## src/hdl/sagc_pkg.sv

```systemverilog
// ----------------------------------------------------------------------------
// sagc_pkg
// Shared types, register codes and reset values of the spectrum gain control.
// ----------------------------------------------------------------------------
`default_nettype none

package sagc_pkg;

    localparam int SAGC_BINS        = 64;
    localparam int SAGC_QUEUE_DEPTH = 4;

    localparam logic [8:0]  SAGC_SMOOTHING_RESET = 9'd77;
    localparam logic [7:0]  SAGC_MIN_AMP_RESET   = 8'd20;
    localparam logic [7:0]  SAGC_TARGET_RESET    = 8'd200;
    localparam logic [7:0]  SAGC_SPEED_RESET     = 8'd1;
    localparam logic [15:0] SAGC_MIN_GAIN_RESET  = 16'd256;
    localparam logic [15:0] SAGC_MAX_GAIN_RESET  = 16'd25600;
    localparam logic [15:0] SAGC_THRESHOLD_RESET = 16'd13;
    localparam logic [15:0] SAGC_UNITY_GAIN      = 16'd256;
    localparam logic [8:0]  SAGC_FULL_WEIGHT     = 9'd256;

    typedef enum logic [2:0] {
        CFG_SMOOTHING_FACTOR  = 3'd0,
        CFG_MINIMUM_AMPLITUDE = 3'd1,
        CFG_PEAK_GOAL         = 3'd2,
        CFG_STEP_RATE         = 3'd3,
        CFG_MIN_GAIN          = 3'd4,
        CFG_MAX_GAIN          = 3'd5,
        CFG_CHANGE_THRESHOLD  = 3'd6
    } sagc_cfg_idx_t;

    typedef struct packed {
        logic [8:0]  smoothing_factor;
        logic [7:0]  minimum_amplitude;
        logic [7:0]  peak_goal;
        logic [7:0]  step_rate;
        logic [15:0] min_gain;
        logic [15:0] max_gain;
        logic [15:0] change_threshold;
    } sagc_cfg_t;

    typedef struct packed {
        logic [7:0] bar_level;
        logic       last_of_frame;
    } sagc_in_t;

    typedef struct packed {
        logic [15:0] gain_value;
        logic        gain_changed;
    } sagc_out_t;

    typedef struct packed {
        logic [7:0] bar_level;
        logic       last_of_frame;
        logic       in_range;
    } sagc_item_t;

    typedef struct packed {
        logic full;
        logic empty;
    } sagc_qstat_t;

endpackage

`default_nettype wire

```

## src/hdl/sagc_ram.sv

```systemverilog
// ----------------------------------------------------------------------------
// sagc_ram
// Generic single write port, single read port RAM with registered read.
// ----------------------------------------------------------------------------
`default_nettype none

module sagc_ram #(
    parameter int WIDTH = 8,
    parameter int DEPTH = 64
) (
    input  wire logic                                    clk,
    input  wire logic                                    we,
    input  wire logic [((DEPTH > 1) ? $clog2(DEPTH) : 1)-1:0] waddr,
    input  wire logic [WIDTH-1:0]                        wdata,
    input  wire logic                                    re,
    input  wire logic [((DEPTH > 1) ? $clog2(DEPTH) : 1)-1:0] raddr,
    output logic      [WIDTH-1:0]                        rdata
);

    logic [WIDTH-1:0] mem_reg [DEPTH];
    logic [WIDTH-1:0] rd_data_reg;

    always_ff @(posedge clk)
    begin
        if (we)
        begin
            mem_reg[waddr] <= wdata;
        end
        if (re)
        begin
            rd_data_reg <= mem_reg[raddr];
        end
    end

    assign rdata = rd_data_reg;

endmodule

`default_nettype wire

```

## src/hdl/sagc_queue.sv

```systemverilog
// ----------------------------------------------------------------------------
// sagc_queue
// Short first-in first-out queue between the front and back parts.
// ----------------------------------------------------------------------------
`default_nettype none

module sagc_queue
    import sagc_pkg::*;
#(
    parameter int WIDTH = 16,
    parameter int DEPTH = SAGC_QUEUE_DEPTH
) (
    input  wire logic             clk,
    input  wire logic             rst_n,
    input  wire logic             push,
    input  wire logic [WIDTH-1:0] wr_data,
    input  wire logic             pop,
    output logic      [WIDTH-1:0] rd_data,
    output sagc_qstat_t           stat
);

    localparam int PW = (DEPTH > 1) ? $clog2(DEPTH) : 1;
    localparam int CW = $clog2(DEPTH + 1);

    logic [WIDTH-1:0] data_reg [DEPTH];
    logic [PW-1:0]    wr_ptr_reg;
    logic [PW-1:0]    rd_ptr_reg;
    logic [CW-1:0]    count_reg;
    logic [PW-1:0]    wr_ptr_next;
    logic [PW-1:0]    rd_ptr_next;
    logic [CW-1:0]    count_next;

    always_comb
    begin
        wr_ptr_next = wr_ptr_reg;
        rd_ptr_next = rd_ptr_reg;
        count_next  = count_reg;
        if (push)
        begin
            wr_ptr_next = (wr_ptr_reg == PW'(DEPTH - 1)) ? '0 : wr_ptr_reg + 1'b1;
        end
        if (pop)
        begin
            rd_ptr_next = (rd_ptr_reg == PW'(DEPTH - 1)) ? '0 : rd_ptr_reg + 1'b1;
        end
        if (push && !pop)
        begin
            count_next = count_reg + 1'b1;
        end
        else if (pop && !push)
        begin
            count_next = count_reg - 1'b1;
        end
    end

    always_ff @(posedge clk or negedge rst_n)
    begin
        if (!rst_n)
        begin
            wr_ptr_reg <= '0;
            rd_ptr_reg <= '0;
            count_reg  <= '0;
        end
        else
        begin
            wr_ptr_reg <= wr_ptr_next;
            rd_ptr_reg <= rd_ptr_next;
            count_reg  <= count_next;
        end
    end

    always_ff @(posedge clk)
    begin
        if (push)
        begin
            data_reg[wr_ptr_reg] <= wr_data;
        end
    end

    assign rd_data    = data_reg[rd_ptr_reg];
    assign stat.full  = (count_reg == CW'(DEPTH));
    assign stat.empty = (count_reg == '0);

endmodule

`default_nettype wire

```

## src/hdl/sagc_front.sv

```systemverilog
// ----------------------------------------------------------------------------
// sagc_front
// Accepts bins, tracks the bin position and tags each bin for the back part.
// ----------------------------------------------------------------------------
`default_nettype none

module sagc_front
    import sagc_pkg::*;
#(
    parameter int BINS = SAGC_BINS
) (
    input  wire logic                                       clk,
    input  wire logic                                       rst_n,
    input  wire logic                                       bin_valid,
    output logic                                            bin_ready,
    input  wire sagc_in_t                                   bin_data,
    input  wire logic                                       clearing,
    input  wire sagc_qstat_t                                q_stat,
    output logic                                            push,
    output sagc_item_t                                      item,
    output logic [((BINS > 1) ? $clog2(BINS) : 1)-1:0]      addr
);

    localparam int AW = (BINS > 1) ? $clog2(BINS) : 1;
    localparam int PW = $clog2(BINS + 1);

    logic [PW-1:0] pos_reg;
    logic [PW-1:0] pos_next;
    logic          in_range;

    assign in_range  = (pos_reg < PW'(BINS));
    assign bin_ready = !q_stat.full && !clearing;
    assign push      = bin_valid && bin_ready;

    assign item.bar_level     = bin_data.bar_level;
    assign item.last_of_frame = bin_data.last_of_frame;
    assign item.in_range      = in_range;
    assign addr               = pos_reg[AW-1:0];

    always_comb
    begin
        pos_next = pos_reg;
        if (push)
        begin
            if (bin_data.last_of_frame)
            begin
                pos_next = '0;
            end
            else if (in_range)
            begin
                pos_next = pos_reg + 1'b1;
            end
        end
    end

    always_ff @(posedge clk or negedge rst_n)
    begin
        if (!rst_n)
        begin
            pos_reg <= '0;
        end
        else
        begin
            pos_reg <= pos_next;
        end
    end

endmodule

`default_nettype wire

```

## src/hdl/sagc_back.sv

```systemverilog
// ----------------------------------------------------------------------------
// sagc_back
// Bin smoothing, frame peak tracking, gain update and result register.
// ----------------------------------------------------------------------------
`default_nettype none

module sagc_back
    import sagc_pkg::*;
#(
    parameter int BINS = SAGC_BINS
) (
    input  wire logic                                       clk,
    input  wire logic                                       rst_n,
    input  wire sagc_cfg_t                                  cfg,
    input  wire sagc_item_t                                 head_item,
    input  wire logic [((BINS > 1) ? $clog2(BINS) : 1)-1:0] head_addr,
    input  wire sagc_qstat_t                                q_stat,
    output logic                                            pop,
    output logic                                            clearing,
    output logic                                            gain_valid,
    input  wire logic                                       gain_ready,
    output sagc_out_t                                       gain_data
);

    localparam int AW = (BINS > 1) ? $clog2(BINS) : 1;

    logic                advance;
    logic                clear_active_reg;
    logic                clear_active_next;
    logic [AW-1:0]       clr_addr_reg;
    logic [AW-1:0]       clr_addr_next;

    // smoothing stage
    logic                s2_valid_reg;
    sagc_item_t          s2_item_reg;
    logic [AW-1:0]       s2_addr_reg;
    logic                fwd_hit_reg;
    logic [7:0]          fwd_data_reg;
    logic [7:0]          rdata;
    logic [7:0]          old_level;
    logic [8:0]          f_sat;
    logic [16:0]         prod_new;
    logic [16:0]         prod_old;
    logic [16:0]         filt_sum;
    logic [7:0]          smoothed;
    logic                s2_write;
    logic                ram_we;
    logic [AW-1:0]       ram_waddr;
    logic [7:0]          ram_wdata;

    // peak stage
    logic                s3_valid_reg;
    logic                s3_last_reg;
    logic                s3_in_range_reg;
    logic [7:0]          s3_level_reg;
    logic [7:0]          peak_reg;
    logic [7:0]          peak_eff;
    logic [8:0]          error_diff;

    // step stage
    logic                s4_valid_reg;
    logic                s4_below_reg;
    logic signed [8:0]   s4_diff_reg;
    logic signed [17:0]  step_prod;

    // gain stage
    logic                s5_valid_reg;
    logic                s5_below_reg;
    logic signed [17:0]  s5_step_reg;
    logic signed [18:0]  gain_sum;
    logic signed [18:0]  min_s;
    logic signed [18:0]  max_s;
    logic                in_bounds;
    logic [16:0]         step_mag;
    logic                flag_set;
    logic [15:0]         gain_upd;
    logic [15:0]         gain_clamped;
    logic                frame_fire;
    logic [15:0]         gain_reg;
    logic [15:0]         gain_next;
    logic                flag_reg;
    logic                flag_next;
    logic                flag_report;
    logic                out_valid_reg;
    sagc_out_t           out_data_reg;

    assign advance  = !out_valid_reg || gain_ready;
    assign pop      = advance && !q_stat.empty && !clear_active_reg;
    assign clearing = clear_active_reg;

    // clearing pass over the bin memory after reset
    always_comb
    begin
        clear_active_next = clear_active_reg;
        clr_addr_next     = clr_addr_reg;
        if (clear_active_reg)
        begin
            clr_addr_next = clr_addr_reg + 1'b1;
            if (clr_addr_reg == AW'(BINS - 1))
            begin
                clear_active_next = 1'b0;
            end
        end
    end

    assign f_sat     = (cfg.smoothing_factor > SAGC_FULL_WEIGHT) ? SAGC_FULL_WEIGHT
                                                                 : cfg.smoothing_factor;
    assign old_level = fwd_hit_reg ? fwd_data_reg : rdata;
    assign prod_new  = {8'd0, f_sat} * {9'd0, s2_item_reg.bar_level};
    assign prod_old  = {8'd0, SAGC_FULL_WEIGHT - f_sat} * {9'd0, old_level};
    assign filt_sum  = prod_new + prod_old;
    assign smoothed  = filt_sum[15:8];
    assign s2_write  = s2_valid_reg && s2_item_reg.in_range && advance;

    assign ram_we    = clear_active_reg || s2_write;
    assign ram_waddr = clear_active_reg ? clr_addr_reg : s2_addr_reg;
    assign ram_wdata = clear_active_reg ? 8'd0 : smoothed;

    sagc_ram #(
        .WIDTH (8),
        .DEPTH (BINS)
    ) u_bins (
        .clk   (clk),
        .we    (ram_we),
        .waddr (ram_waddr),
        .wdata (ram_wdata),
        .re    (pop),
        .raddr (head_addr),
        .rdata (rdata)
    );

    assign peak_eff   = (s3_in_range_reg && (s3_level_reg > peak_reg)) ? s3_level_reg : peak_reg;
    assign error_diff = {1'b0, cfg.peak_goal} - {1'b0, peak_eff};

    assign step_prod = 18'($signed({1'b0, cfg.step_rate})) * 18'(s4_diff_reg);

    assign gain_sum  = $signed({3'b000, gain_reg}) + 19'(s5_step_reg);
    assign min_s     = $signed({3'b000, cfg.min_gain});
    assign max_s     = $signed({3'b000, cfg.max_gain});
    assign in_bounds = (gain_sum > min_s) && (gain_sum < max_s);
    assign step_mag  = (s5_step_reg < 0) ? 17'(-s5_step_reg) : 17'(s5_step_reg);
    assign flag_set  = in_bounds && (step_mag > {1'b0, cfg.change_threshold});
    assign gain_upd  = in_bounds ? gain_sum[15:0] : gain_reg;
    assign gain_clamped = (gain_upd < cfg.min_gain) ? cfg.min_gain : gain_upd;
    assign frame_fire   = s5_valid_reg && advance;
    assign flag_report  = s5_below_reg ? flag_reg : (flag_reg | flag_set);

    always_comb
    begin
        gain_next = gain_reg;
        flag_next = flag_reg;
        if (frame_fire)
        begin
            flag_next = 1'b0;
            if (!s5_below_reg)
            begin
                gain_next = gain_clamped;
            end
        end
    end

    always_ff @(posedge clk or negedge rst_n)
    begin
        if (!rst_n)
        begin
            clear_active_reg <= 1'b1;
            clr_addr_reg     <= '0;
            s2_valid_reg     <= 1'b0;
            fwd_hit_reg      <= 1'b0;
            s3_valid_reg     <= 1'b0;
            peak_reg         <= '0;
            s4_valid_reg     <= 1'b0;
            s5_valid_reg     <= 1'b0;
            gain_reg         <= SAGC_UNITY_GAIN;
            flag_reg         <= 1'b0;
            out_valid_reg    <= 1'b0;
        end
        else
        begin
            clear_active_reg <= clear_active_next;
            clr_addr_reg     <= clr_addr_next;
            gain_reg         <= gain_next;
            flag_reg         <= flag_next;
            if (advance)
            begin
                s2_valid_reg <= pop;
                fwd_hit_reg  <= pop && s2_write && (s2_addr_reg == head_addr);
                s3_valid_reg <= s2_valid_reg;
                s4_valid_reg <= s3_valid_reg && s3_last_reg;
                s5_valid_reg <= s4_valid_reg;
                if (s3_valid_reg)
                begin
                    peak_reg <= s3_last_reg ? 8'd0 : peak_eff;
                end
            end
            if (frame_fire)
            begin
                out_valid_reg <= 1'b1;
            end
            else if (gain_ready)
            begin
                out_valid_reg <= 1'b0;
            end
        end
    end

    always_ff @(posedge clk)
    begin
        if (advance)
        begin
            s2_item_reg     <= head_item;
            s2_addr_reg     <= head_addr;
            fwd_data_reg    <= smoothed;
            s3_last_reg     <= s2_item_reg.last_of_frame;
            s3_in_range_reg <= s2_item_reg.in_range;
            s3_level_reg    <= smoothed;
            s4_below_reg    <= (peak_eff < cfg.minimum_amplitude);
            s4_diff_reg     <= $signed(error_diff);
            s5_below_reg    <= s4_below_reg;
            s5_step_reg     <= step_prod;
        end
        if (frame_fire)
        begin
            out_data_reg.gain_value   <= gain_next;
            out_data_reg.gain_changed <= flag_report;
        end
    end

    assign gain_valid = out_valid_reg;
    assign gain_data  = out_data_reg;

endmodule

`default_nettype wire

```

## src/hdl/spectrum_auto_gain_control.sv

```systemverilog
// ----------------------------------------------------------------------------
// spectrum_auto_gain_control
// Automatic gain control that tracks the peak of smoothed spectrum bars.
// ----------------------------------------------------------------------------
// Takes one bin level per transfer and sustains one bin per clock cycle while
// no gain result waits: each bin is a read-modify-write of its smoothed level
// in the bin memory, through one read and one write port with a forwarding
// path between back-to-back transfers to the same bin. A frame's gain result
// appears once its last-of-frame bin has passed the queue and the smoothing,
// peak, step and gain stages; a waiting result stalls the back pipeline while
// the four-entry queue keeps taking bins. After reset a clearing pass zeroes
// the bin memory, during which no bin is taken; configuration writes are taken
// at any time and must only be made while the block is idle.
`default_nettype none

module spectrum_auto_gain_control
    import sagc_pkg::*;
#(
    parameter int BINS = SAGC_BINS
) (
    input  wire logic        clk,
    input  wire logic        rst_n,
    input  wire logic        bin_valid,
    output logic             bin_ready,
    input  wire sagc_in_t    bin_data,
    output logic             gain_valid,
    input  wire logic        gain_ready,
    output sagc_out_t        gain_data,
    input  wire logic        cfg_valid,
    output logic             cfg_ready,
    input  wire logic [2:0]  cfg_index,
    input  wire logic [15:0] cfg_data
);

    localparam int AW = (BINS > 1) ? $clog2(BINS) : 1;
    localparam int QW = $bits(sagc_item_t) + AW;

    sagc_cfg_t       cfg_reg;
    sagc_cfg_t       cfg_next;
    logic            clearing;
    sagc_qstat_t     q_stat;
    logic            push;
    logic            pop;
    sagc_item_t      front_item;
    logic [AW-1:0]   front_addr;
    logic [QW-1:0]   q_rd_data;
    sagc_item_t      head_item;
    logic [AW-1:0]   head_addr;

    assign cfg_ready = 1'b1;

    always_comb
    begin
        cfg_next = cfg_reg;
        if (cfg_valid)
        begin
            unique case (sagc_cfg_idx_t'(cfg_index))
                CFG_SMOOTHING_FACTOR:  cfg_next.smoothing_factor  = cfg_data[8:0];
                CFG_MINIMUM_AMPLITUDE: cfg_next.minimum_amplitude = cfg_data[7:0];
                CFG_PEAK_GOAL:         cfg_next.peak_goal         = cfg_data[7:0];
                CFG_STEP_RATE:         cfg_next.step_rate         = cfg_data[7:0];
                CFG_MIN_GAIN:          cfg_next.min_gain          = cfg_data;
                CFG_MAX_GAIN:          cfg_next.max_gain          = cfg_data;
                CFG_CHANGE_THRESHOLD:  cfg_next.change_threshold  = cfg_data;
                default:               cfg_next = cfg_reg;
            endcase
        end
    end

    always_ff @(posedge clk or negedge rst_n)
    begin
        if (!rst_n)
        begin
            cfg_reg.smoothing_factor  <= SAGC_SMOOTHING_RESET;
            cfg_reg.minimum_amplitude <= SAGC_MIN_AMP_RESET;
            cfg_reg.peak_goal         <= SAGC_TARGET_RESET;
            cfg_reg.step_rate         <= SAGC_SPEED_RESET;
            cfg_reg.min_gain          <= SAGC_MIN_GAIN_RESET;
            cfg_reg.max_gain          <= SAGC_MAX_GAIN_RESET;
            cfg_reg.change_threshold  <= SAGC_THRESHOLD_RESET;
        end
        else
        begin
            cfg_reg <= cfg_next;
        end
    end

    sagc_front #(
        .BINS (BINS)
    ) u_front (
        .clk       (clk),
        .rst_n     (rst_n),
        .bin_valid (bin_valid),
        .bin_ready (bin_ready),
        .bin_data  (bin_data),
        .clearing  (clearing),
        .q_stat    (q_stat),
        .push      (push),
        .item      (front_item),
        .addr      (front_addr)
    );

    sagc_queue #(
        .WIDTH (QW),
        .DEPTH (SAGC_QUEUE_DEPTH)
    ) u_queue (
        .clk     (clk),
        .rst_n   (rst_n),
        .push    (push),
        .wr_data ({front_item, front_addr}),
        .pop     (pop),
        .rd_data (q_rd_data),
        .stat    (q_stat)
    );

    assign head_item = q_rd_data[QW-1:AW];
    assign head_addr = q_rd_data[AW-1:0];

    sagc_back #(
        .BINS (BINS)
    ) u_back (
        .clk        (clk),
        .rst_n      (rst_n),
        .cfg        (cfg_reg),
        .head_item  (head_item),
        .head_addr  (head_addr),
        .q_stat     (q_stat),
        .pop        (pop),
        .clearing   (clearing),
        .gain_valid (gain_valid),
        .gain_ready (gain_ready),
        .gain_data  (gain_data)
    );

    // no bin transfer while the bin memory is being cleared
    assert property (@(posedge clk) disable iff (!rst_n) clearing |-> !bin_ready)
        else $error("bin taken during clearing pass");

    assert property (@(posedge clk) disable iff (!rst_n) !(push && q_stat.full))
        else $error("queue overflow");

    assert property (@(posedge clk) disable iff (!rst_n) push |=> !q_stat.empty)
        else $error("pushed bin lost from queue");

endmodule

`default_nettype wire
```

## config.mk

```make
export PLATFORM = sky130hd
export DESIGN_NAME = spectrum_auto_gain_control
export DESIGN_NICKNAME = d
export VERILOG_FILES = /design/src/hdl/sagc_pkg.sv /design/src/hdl/sagc_ram.sv /design/src/hdl/sagc_queue.sv /design/src/hdl/sagc_front.sv /design/src/hdl/sagc_back.sv /design/src/hdl/spectrum_auto_gain_control.sv
export SDC_FILE = /design/constraint.sdc
export NUM_CORES = 2
export LEC_CHECK = 0
export ABC_AREA = 1
export BUFFER_PORTS_ARGS = -buffer_cell sky130_fd_sc_hd__buf_2
export CORE_MARGIN = 10
export CORE_UTILIZATION = 50
export DETAILED_ROUTE_END_ITERATION = 7
export PLACE_DENSITY = 0.66
export SKIP_LAST_GASP = 1
export SLEW_MARGIN = 15
export SYNTH_ARGS = -nofsm -noshare
export SYNTH_HDL_FRONTEND = slang
export SYNTH_SLANG_ARGS = --single-unit
```

## constraint.sdc

```tcl
create_clock -name clk -period 10.4 [get_ports clk]
set_input_delay 1.56 -clock clk [delete_from_list [all_inputs] [get_ports clk]]
set_output_delay 1.56 -clock clk [all_outputs]
set_load 0.1 [all_outputs]
```

# Word level (Yosys, flattened, before mapping)
# Memories as Yosys holds them, arrays and structs flattened. A register that Yosys moved wholly into a read port is not among the register bits.
# Index checks and enable logic that the tools add are counted.
dict set report totals {
  word_cells 132
  out_inout_bits 20
  regBits 204
  n_memories 2
  mem_bits_rw 576
}
# memory depth word_bits rd rd_clocked_by_memory_dff write_ports line
set mem_list {}
lappend mem_list {u_back.u_bins.mem_reg 64 8 1 1 1 sagc_ram.sv:20} ;# logic [WIDTH-1:0] mem_reg [DEPTH];
lappend mem_list {u_queue.data_reg 4 16 1 0 1 sagc_queue.sv:25} ;# logic [WIDTH-1:0] data_reg [DEPTH];
dict set report classes {
  n_eq_ne 11
  n_mux 25
  n_reduce_logical 37
  magnitude_cmp 9
  add_sub_neg 11
  n_mul 3
}
# operator n
set ops {}
lappend ops {{$mux W16} 4}
lappend ops {{$mul A9 B8 Y16} 2}
lappend ops {{$mux W8} 4}
lappend ops {{$add A17 B18 Y19} 1}
lappend ops {{$gt A19 B17 Y1} 1}
lappend ops {{$lt A19 B17 Y1} 1}
lappend ops {{$lt A18 B1 Y1 const B} 1}
lappend ops {{$mul A9 B9 Y18} 1}
lappend ops {{$reduce_and A2 Y1} 9}
lappend ops {{$gt A17 B16 Y1} 1}
lappend ops {{$mux W17} 1}
lappend ops {{$neg A17 Y17} 1}
lappend ops {{$add A16 B16 Y16} 1}
lappend ops {{$lt A16 B16 Y1} 1}
lappend ops {{$logic_and A1 B1 Y1} 15}
lappend ops {{$mux W7} 2}
lappend ops {{$eq A3 B3 Y1 const B} 4}
lappend ops {{$gt A9 B9 Y1 const B} 1}
lappend ops {{$mux W9} 1}
lappend ops {{$sub A8 B8 Y9} 1}
lappend ops {{$sub A9 B9 Y9 const A} 1}
lappend ops {{$gt A8 B8 Y1} 1}
lappend ops {{$lt A8 B8 Y1} 1}
lappend ops {{$mux W1} 8}
lappend ops {{18 further kinds} 32}

# Longest topological paths before layout
dict set report logic_depth {
  depth_word 8
  depth_mapped 37
}

# Cells and area by module
# From an unflattened synthesis, not the netlist that was laid out.
dict set report unflattened {
  hier_cells 4326
  hier_area_um2 43131.4
}
# module cells_each area_per_inst_um2 instances seq_area_each_um2
set by_module_without_submodules {}
lappend by_module_without_submodules {sagc_ram 1805 21419.3 1 15615.0}
lappend by_module_without_submodules {sagc_back 1853 14971.9 1 3090.5}
lappend by_module_without_submodules {spectrum_auto_gain_control 362 3223.1 1 2048.2}
lappend by_module_without_submodules {sagc_queue 239 2987.9 1 2097.0}
lappend by_module_without_submodules {sagc_front 67 529.3 1 175.2}

# Worst setup path after synthesis
# OpenSTA, ideal clock, no wires.
dict set report synth_path {
  path_kind {flip-flop to flip-flop}
  start {reg cfg_reg[78] (netlist bit)}
  end {mem u_back.u_bins.mem_reg[0][3] (data pin)}
  synth_period_minus_slack_ns 8.966
  path_slack_ns 1.434
  stages_incl_launch_ff 31
  arrival_time_ns 8.285
  n_path_buf 1
  cell_sequence {dfstp_2 nor4_1 nand2_1 nand2_1 nand2_1 clkbuf_1 ha_1 nand3_1 nor2_1 nand2_1 o21ai_1 inv_1 nand2_1 fa_1 inv_1 fa_1 fa_1 fa_1 fa_1 inv_1 fa_1 inv_1 ha_1 nand2_1 inv_1 nand2_1 nand2_1 nand3_1 nand2_1 nor2_1 nor3_1}
}
dict set report synth_between {
  elab_chain_cells 6
}
# item line
set synth_rtl {}
lappend synth_rtl {{start, declared} spectrum_auto_gain_control.sv:38} ;# sagc_cfg_t cfg_reg;
lappend synth_rtl {{start signal, assigned} spectrum_auto_gain_control.sv:84} ;# cfg_reg <= cfg_next;
lappend synth_rtl {{$gt A9 B9 Y1} sagc_back.sv:106} ;# assign f_sat = (cfg.smoothing_factor > SAGC_FULL_WEIGHT) ? SAGC_FULL_WEIGHT
lappend synth_rtl {{$mux W9 (*)} sagc_back.sv:106}
lappend synth_rtl {{$sub A9 B9 Y9} sagc_back.sv:110} ;# assign prod_old = {8'd0, SAGC_FULL_WEIGHT - f_sat} * {9'd0, old_level};
lappend synth_rtl {{$mul A9 B8 Y16} sagc_back.sv:110}
lappend synth_rtl {{$add A16 B16 Y16 (*)} sagc_back.sv:111} ;# assign filt_sum = prod_new + prod_old;
lappend synth_rtl {{$mux W8 (*)} sagc_back.sv:117} ;# assign ram_wdata = clear_active_reg ? 8'd0 : smoothed;
lappend synth_rtl {{net u_back.ram_wdata[3]} sagc_back.sv:49} ;# logic [7:0] ram_wdata;
lappend synth_rtl {{end, declared} sagc_ram.sv:20}
# Mark *: on every way through the listed nets, which the timed path passes. The rest lies on a longest branch.

# Worst setup path in the final report
dict set report layout_path {
  start {reg cfg_reg[80] (netlist bit)}
  end {mem u_back.u_bins.mem_reg[40][7] (data pin)}
}
dict set report layout_between {
  elab_chain_cells 6
}
# item line
set layout_rtl {}
lappend layout_rtl {{$gt A9 B9 Y1} sagc_back.sv:106}
lappend layout_rtl {{$mux W9 (*)} sagc_back.sv:106}
lappend layout_rtl {{$sub A9 B9 Y9} sagc_back.sv:110}
lappend layout_rtl {{$mul A9 B8 Y16} sagc_back.sv:110}
lappend layout_rtl {{$add A16 B16 Y16 (*)} sagc_back.sv:111}
lappend layout_rtl {{net u_back.filt_sum[15]} sagc_back.sv:44} ;# logic [16:0] filt_sum;
lappend layout_rtl {{$mux W8 (*)} sagc_back.sv:117}
lappend layout_rtl {{net u_back.ram_wdata[7]} sagc_back.sv:49}
# Marked as above.

==> flow_metrics.env <==
export IMPL_hold_buffers=0
export IMPL_slowest_delay_ns=0.95
export IMPL_first_iter_violations=2729
export IMPL_hp_class="reg -> reg"
export IMPL_globalplace_congestion=0.902
export IMPL_fin_hold_ws_ns=0.432
export IMPL_drcViolationCount=0
export IMPL_ys_warn_count=0
export IMPL_syn_inst=3976
export IMPL_initial_utilization=0.507
export IMPL_syn2layout_area_growth_pct=9.43
export IMPL_io_buffers=51
export IMPL_cts_sinks=788
export IMPL_synth_area_per_cell_um2=10.5
export IMPL_finalCritPeriodShare=0.811
export IMPL_fillers=7080
export IMPL_yosysSeqAreaShare=0.552
export IMPL_critical_path_required_ns=10.66
export IMPL_critPathMostFrequentCell="fa_1"
export IMPL_largest_reg_flops=512
export IMPL_grt_pass1_vias=27900
export IMPL_grt_first_pass_wirelength_mm=159
export IMPL_place_hpwl_mm=65.4
export IMPL_clkSlewWorstSetupHoldPaths_ns=0.06
export IMPL_slew_headroom=0.200
export IMPL_rows=105
export IMPL_critPathCaptureType="flop"
export IMPL_cts_tree="built"
export IMPL_netlist_area_um2=41700
export IMPL_hp_start="u_back.s2_item_reg[1]"
export IMPL_vias_per_cell=5.57
export IMPL_reg2reg_from="cfg_reg[80]"
export IMPL_min_to="u_back.s3_last_reg"
export IMPL_final_util=0.554
export IMPL_fmax_ghz=0.119
export IMPL_final_nets=4388
export IMPL_core_um2=82400
export IMPL_slowest_stage="and2_2"
export IMPL_final_max_slew_viol_count=0
export IMPL_wl_per_cell_um=19.5
export IMPL_numCtsBuffers=85
export IMPL_tns_ns=0
export IMPL_worstMarginPinSlew_ns=1.20
export IMPL_cts_setup_buffers=0
export IMPL_ys_ff_latch=788
export IMPL_antenna_left=0
export IMPL_cts_root_buffer="clkbuf_16"
export IMPL_hold_path_depth=0
export IMPL_cts_resized=0
export IMPL_die_width_um=309
export IMPL_path_class="reg -> reg"
export IMPL_die_area_um2=95400
export IMPL_grt_util_all_layers=0.211
export IMPL_cp_max_fo=64
export IMPL_first_pass_iters=5
export IMPL_clk_latency_ns=0.64
export IMPL_io_pin_count=53
export IMPL_cts_buffer_depth=3
export IMPL_r2r_end="u_back.u_bins.mem_reg[40][7]"
export IMPL_rsz0062_at_grt="no"
export IMPL_drive_gt1_frac=0.0651
export IMPL_htree_levels=3
export IMPL_setup_viol=0
export IMPL_wirelength_mm=99.9
export IMPL_r2r_slack_ns=1.97
export IMPL_ys_types=56
export IMPL_cap_viol_max_count=0
export IMPL_clock_skew_ns=0.0294
export IMPL_syn_num_nets=4383
export IMPL_antenna_found_initial=1
export IMPL_r2r_cells=28
export IMPL_worstPathArrival_ns=8.69
export IMPL_min_period_ns=8.43
export IMPL_die_h_um=309
export IMPL_outcome="completed"
export IMPL_diodes=0
export IMPL_hold_viol=0
export IMPL_grt_max_degree=178
export IMPL_vias=28500
export IMPL_crit_path_start_kind="flop"
export IMPL_overflow=0
==> per-stage QoR <==
step / worst slack (ns) / area [um2] / instances
2_1_floorplan: 1.43 / 41700 / 3976
3_3_place_gp: 2.20 / 43000 / 4964
3_5_place_dp: 2.08 / 43000 / 4964
4_1_cts: 2.04 / 45700 / 5112
5_1_grt: 1.36 / 45700 / 5112
6_report: 1.97 / 45700 / 5112
==> logic make-up after synthesis <==
| group | count (synthesis) | share of synthesized area |
|---|---|---|
| other | 1 | 0.0000898 |
| adders and majority gates | 374 | 0.139 |
| and+or+nand+nor | 1421 | 0.136 |
| xor gates and xnor gates | 73 | 0.0153 |
| DFF | 788 | 0.552 |
| AOI/OAI and AO/OA | 629 | 0.0943 |
| buffers and inverters | 690 | 0.0635 |
==> critical path, delay by kind of cell, from the launching register on <==
| family | cells | cell delay (ns) |
|---|---|---|
| buffers and inverters | 4 | 0.34 |
| xor gates and xnor gates | 1 | 0.15 |
| and+or+nand+nor | 8 | 2.07 |
| DFF | 1 | 0.61 |
| adders and majority gates | 8 | 3.44 |
| AOI/OAI and AO/OA | 7 | 1.40 |
==> metal layers <==
layer  up-vias  track usage  wire, um
met5         -            0         0
met4         0       0.0630      2800
met3       181       0.0303      5890
met2       856        0.345     47100
met1     14000        0.292     44100
li1      13500            -         -
==> synth_stat cells, drive strengths merged <==
master,number,area (um2)
a2111oi,1,15.0
a211oi,2,15.0
a21bo,1,10.0
a21boi,2,15.0
a21o,7,52.6
a21oi,80,400
a31oi,5,31.3
a32o,1,10.0
a32oi,1,16.3
a41oi,1,8.76
and2,6,37.5
and3,1,6.26
buf,44,221
clkbuf,124,469
clkinv,6,22.5
conb,1,3.75
dfrtp,113,2830
dfstp,19,499
edfxtp,656,19700
fa,152,3040
ha,222,2780
inv,516,1940
nand2,545,2080
nand3,135,676
nand4,10,68.8
nor2,685,2570
nor3,22,115
nor3b,1,7.51
nor4,9,62.6
o211a,1,10.0
o211ai,65,488
o21a,3,22.5
o21ai,303,1530
o21bai,5,37.5
o221ai,2,17.5
o22ai,18,113
o311ai,65,569
o31a,1,8.76
o31ai,1,7.51
o32ai,64,561
or2,7,43.8
xnor2,22,193
xor2,51,447
==> final cells by class <==
cell class / instances / area [um2] / share of cell area
multi-input cells: 2498 / 16100 / 0.353
repair buffers: 86 / 537 / 0.0118
well taps: 1070 / 1340 / 0.0293
clock buffers: 112 / 2270 / 0.0497
inverters: 522 / 1970 / 0.0430
flip-flops and latches: 788 / 23000 / 0.504
clock inverters: 36 / 403 / 0.00882
==> placed cells by master, fill, tap and decap left out, types with 4 or more instances in the layout <==
| cell type | count |
|---|---|
| o311ai_0 | 64 |
| bufinv_16 | 5 |
| nand2_2 | 6 |
| inv_2 | 4 |
| nor2_1 | 679 |
| nor2_4 | 5 |
| nand3_1 | 135 |
| o22ai_1 | 18 |
| o21ai_0 | 296 |
| nor3_1 | 20 |
| clkinv_2 | 15 |
| o21ai_1 | 4 |
| nor4_1 | 8 |
| a21oi_1 | 80 |
| o211ai_1 | 65 |
| nand2_4 | 5 |
| dfstp_2 | 19 |
| fa_1 | 152 |
| nand2_1 | 534 |
| ha_1 | 222 |
| o32ai_1 | 64 |
| inv_1 | 511 |
| xnor2_1 | 22 |
| a21o_1 | 7 |
| nand4_1 | 9 |
| clkinv_1 | 12 |
| o21bai_1 | 5 |
| buf_4 | 34 |
| a31oi_1 | 5 |
| xor2_1 | 51 |
| buf_2 | 50 |
| edfxtp_1 | 656 |
| clkbuf_16 | 87 |
| dfrtp_1 | 113 |
| and2_1 | 4 |
| clkbuf_1 | 25 |
| or2_2 | 7 |
==> worst max path at each step <==
stage,cells past startpoint,endpoint,slack [ns],start
after floorplan,30,u_back.u_bins.mem_reg[0][3],1.43,cfg_reg[78]
after global placement,30,u_back.u_bins.mem_reg[53][7],2.20,cfg_reg[79]
after detailed placement,30,u_back.u_bins.mem_reg[53][7],2.08,cfg_reg[79]
after CTS,30,u_back.u_bins.mem_reg[34][7],2.04,cfg_reg[79]
after global routing,28,u_back.u_bins.mem_reg[44][7],1.36,cfg_reg[80]
final,28,u_back.u_bins.mem_reg[40][7],1.97,cfg_reg[80]
Power is not shown: default switching activity piles up to over one toggle a cycle in this logic, so the estimate is an artifact.
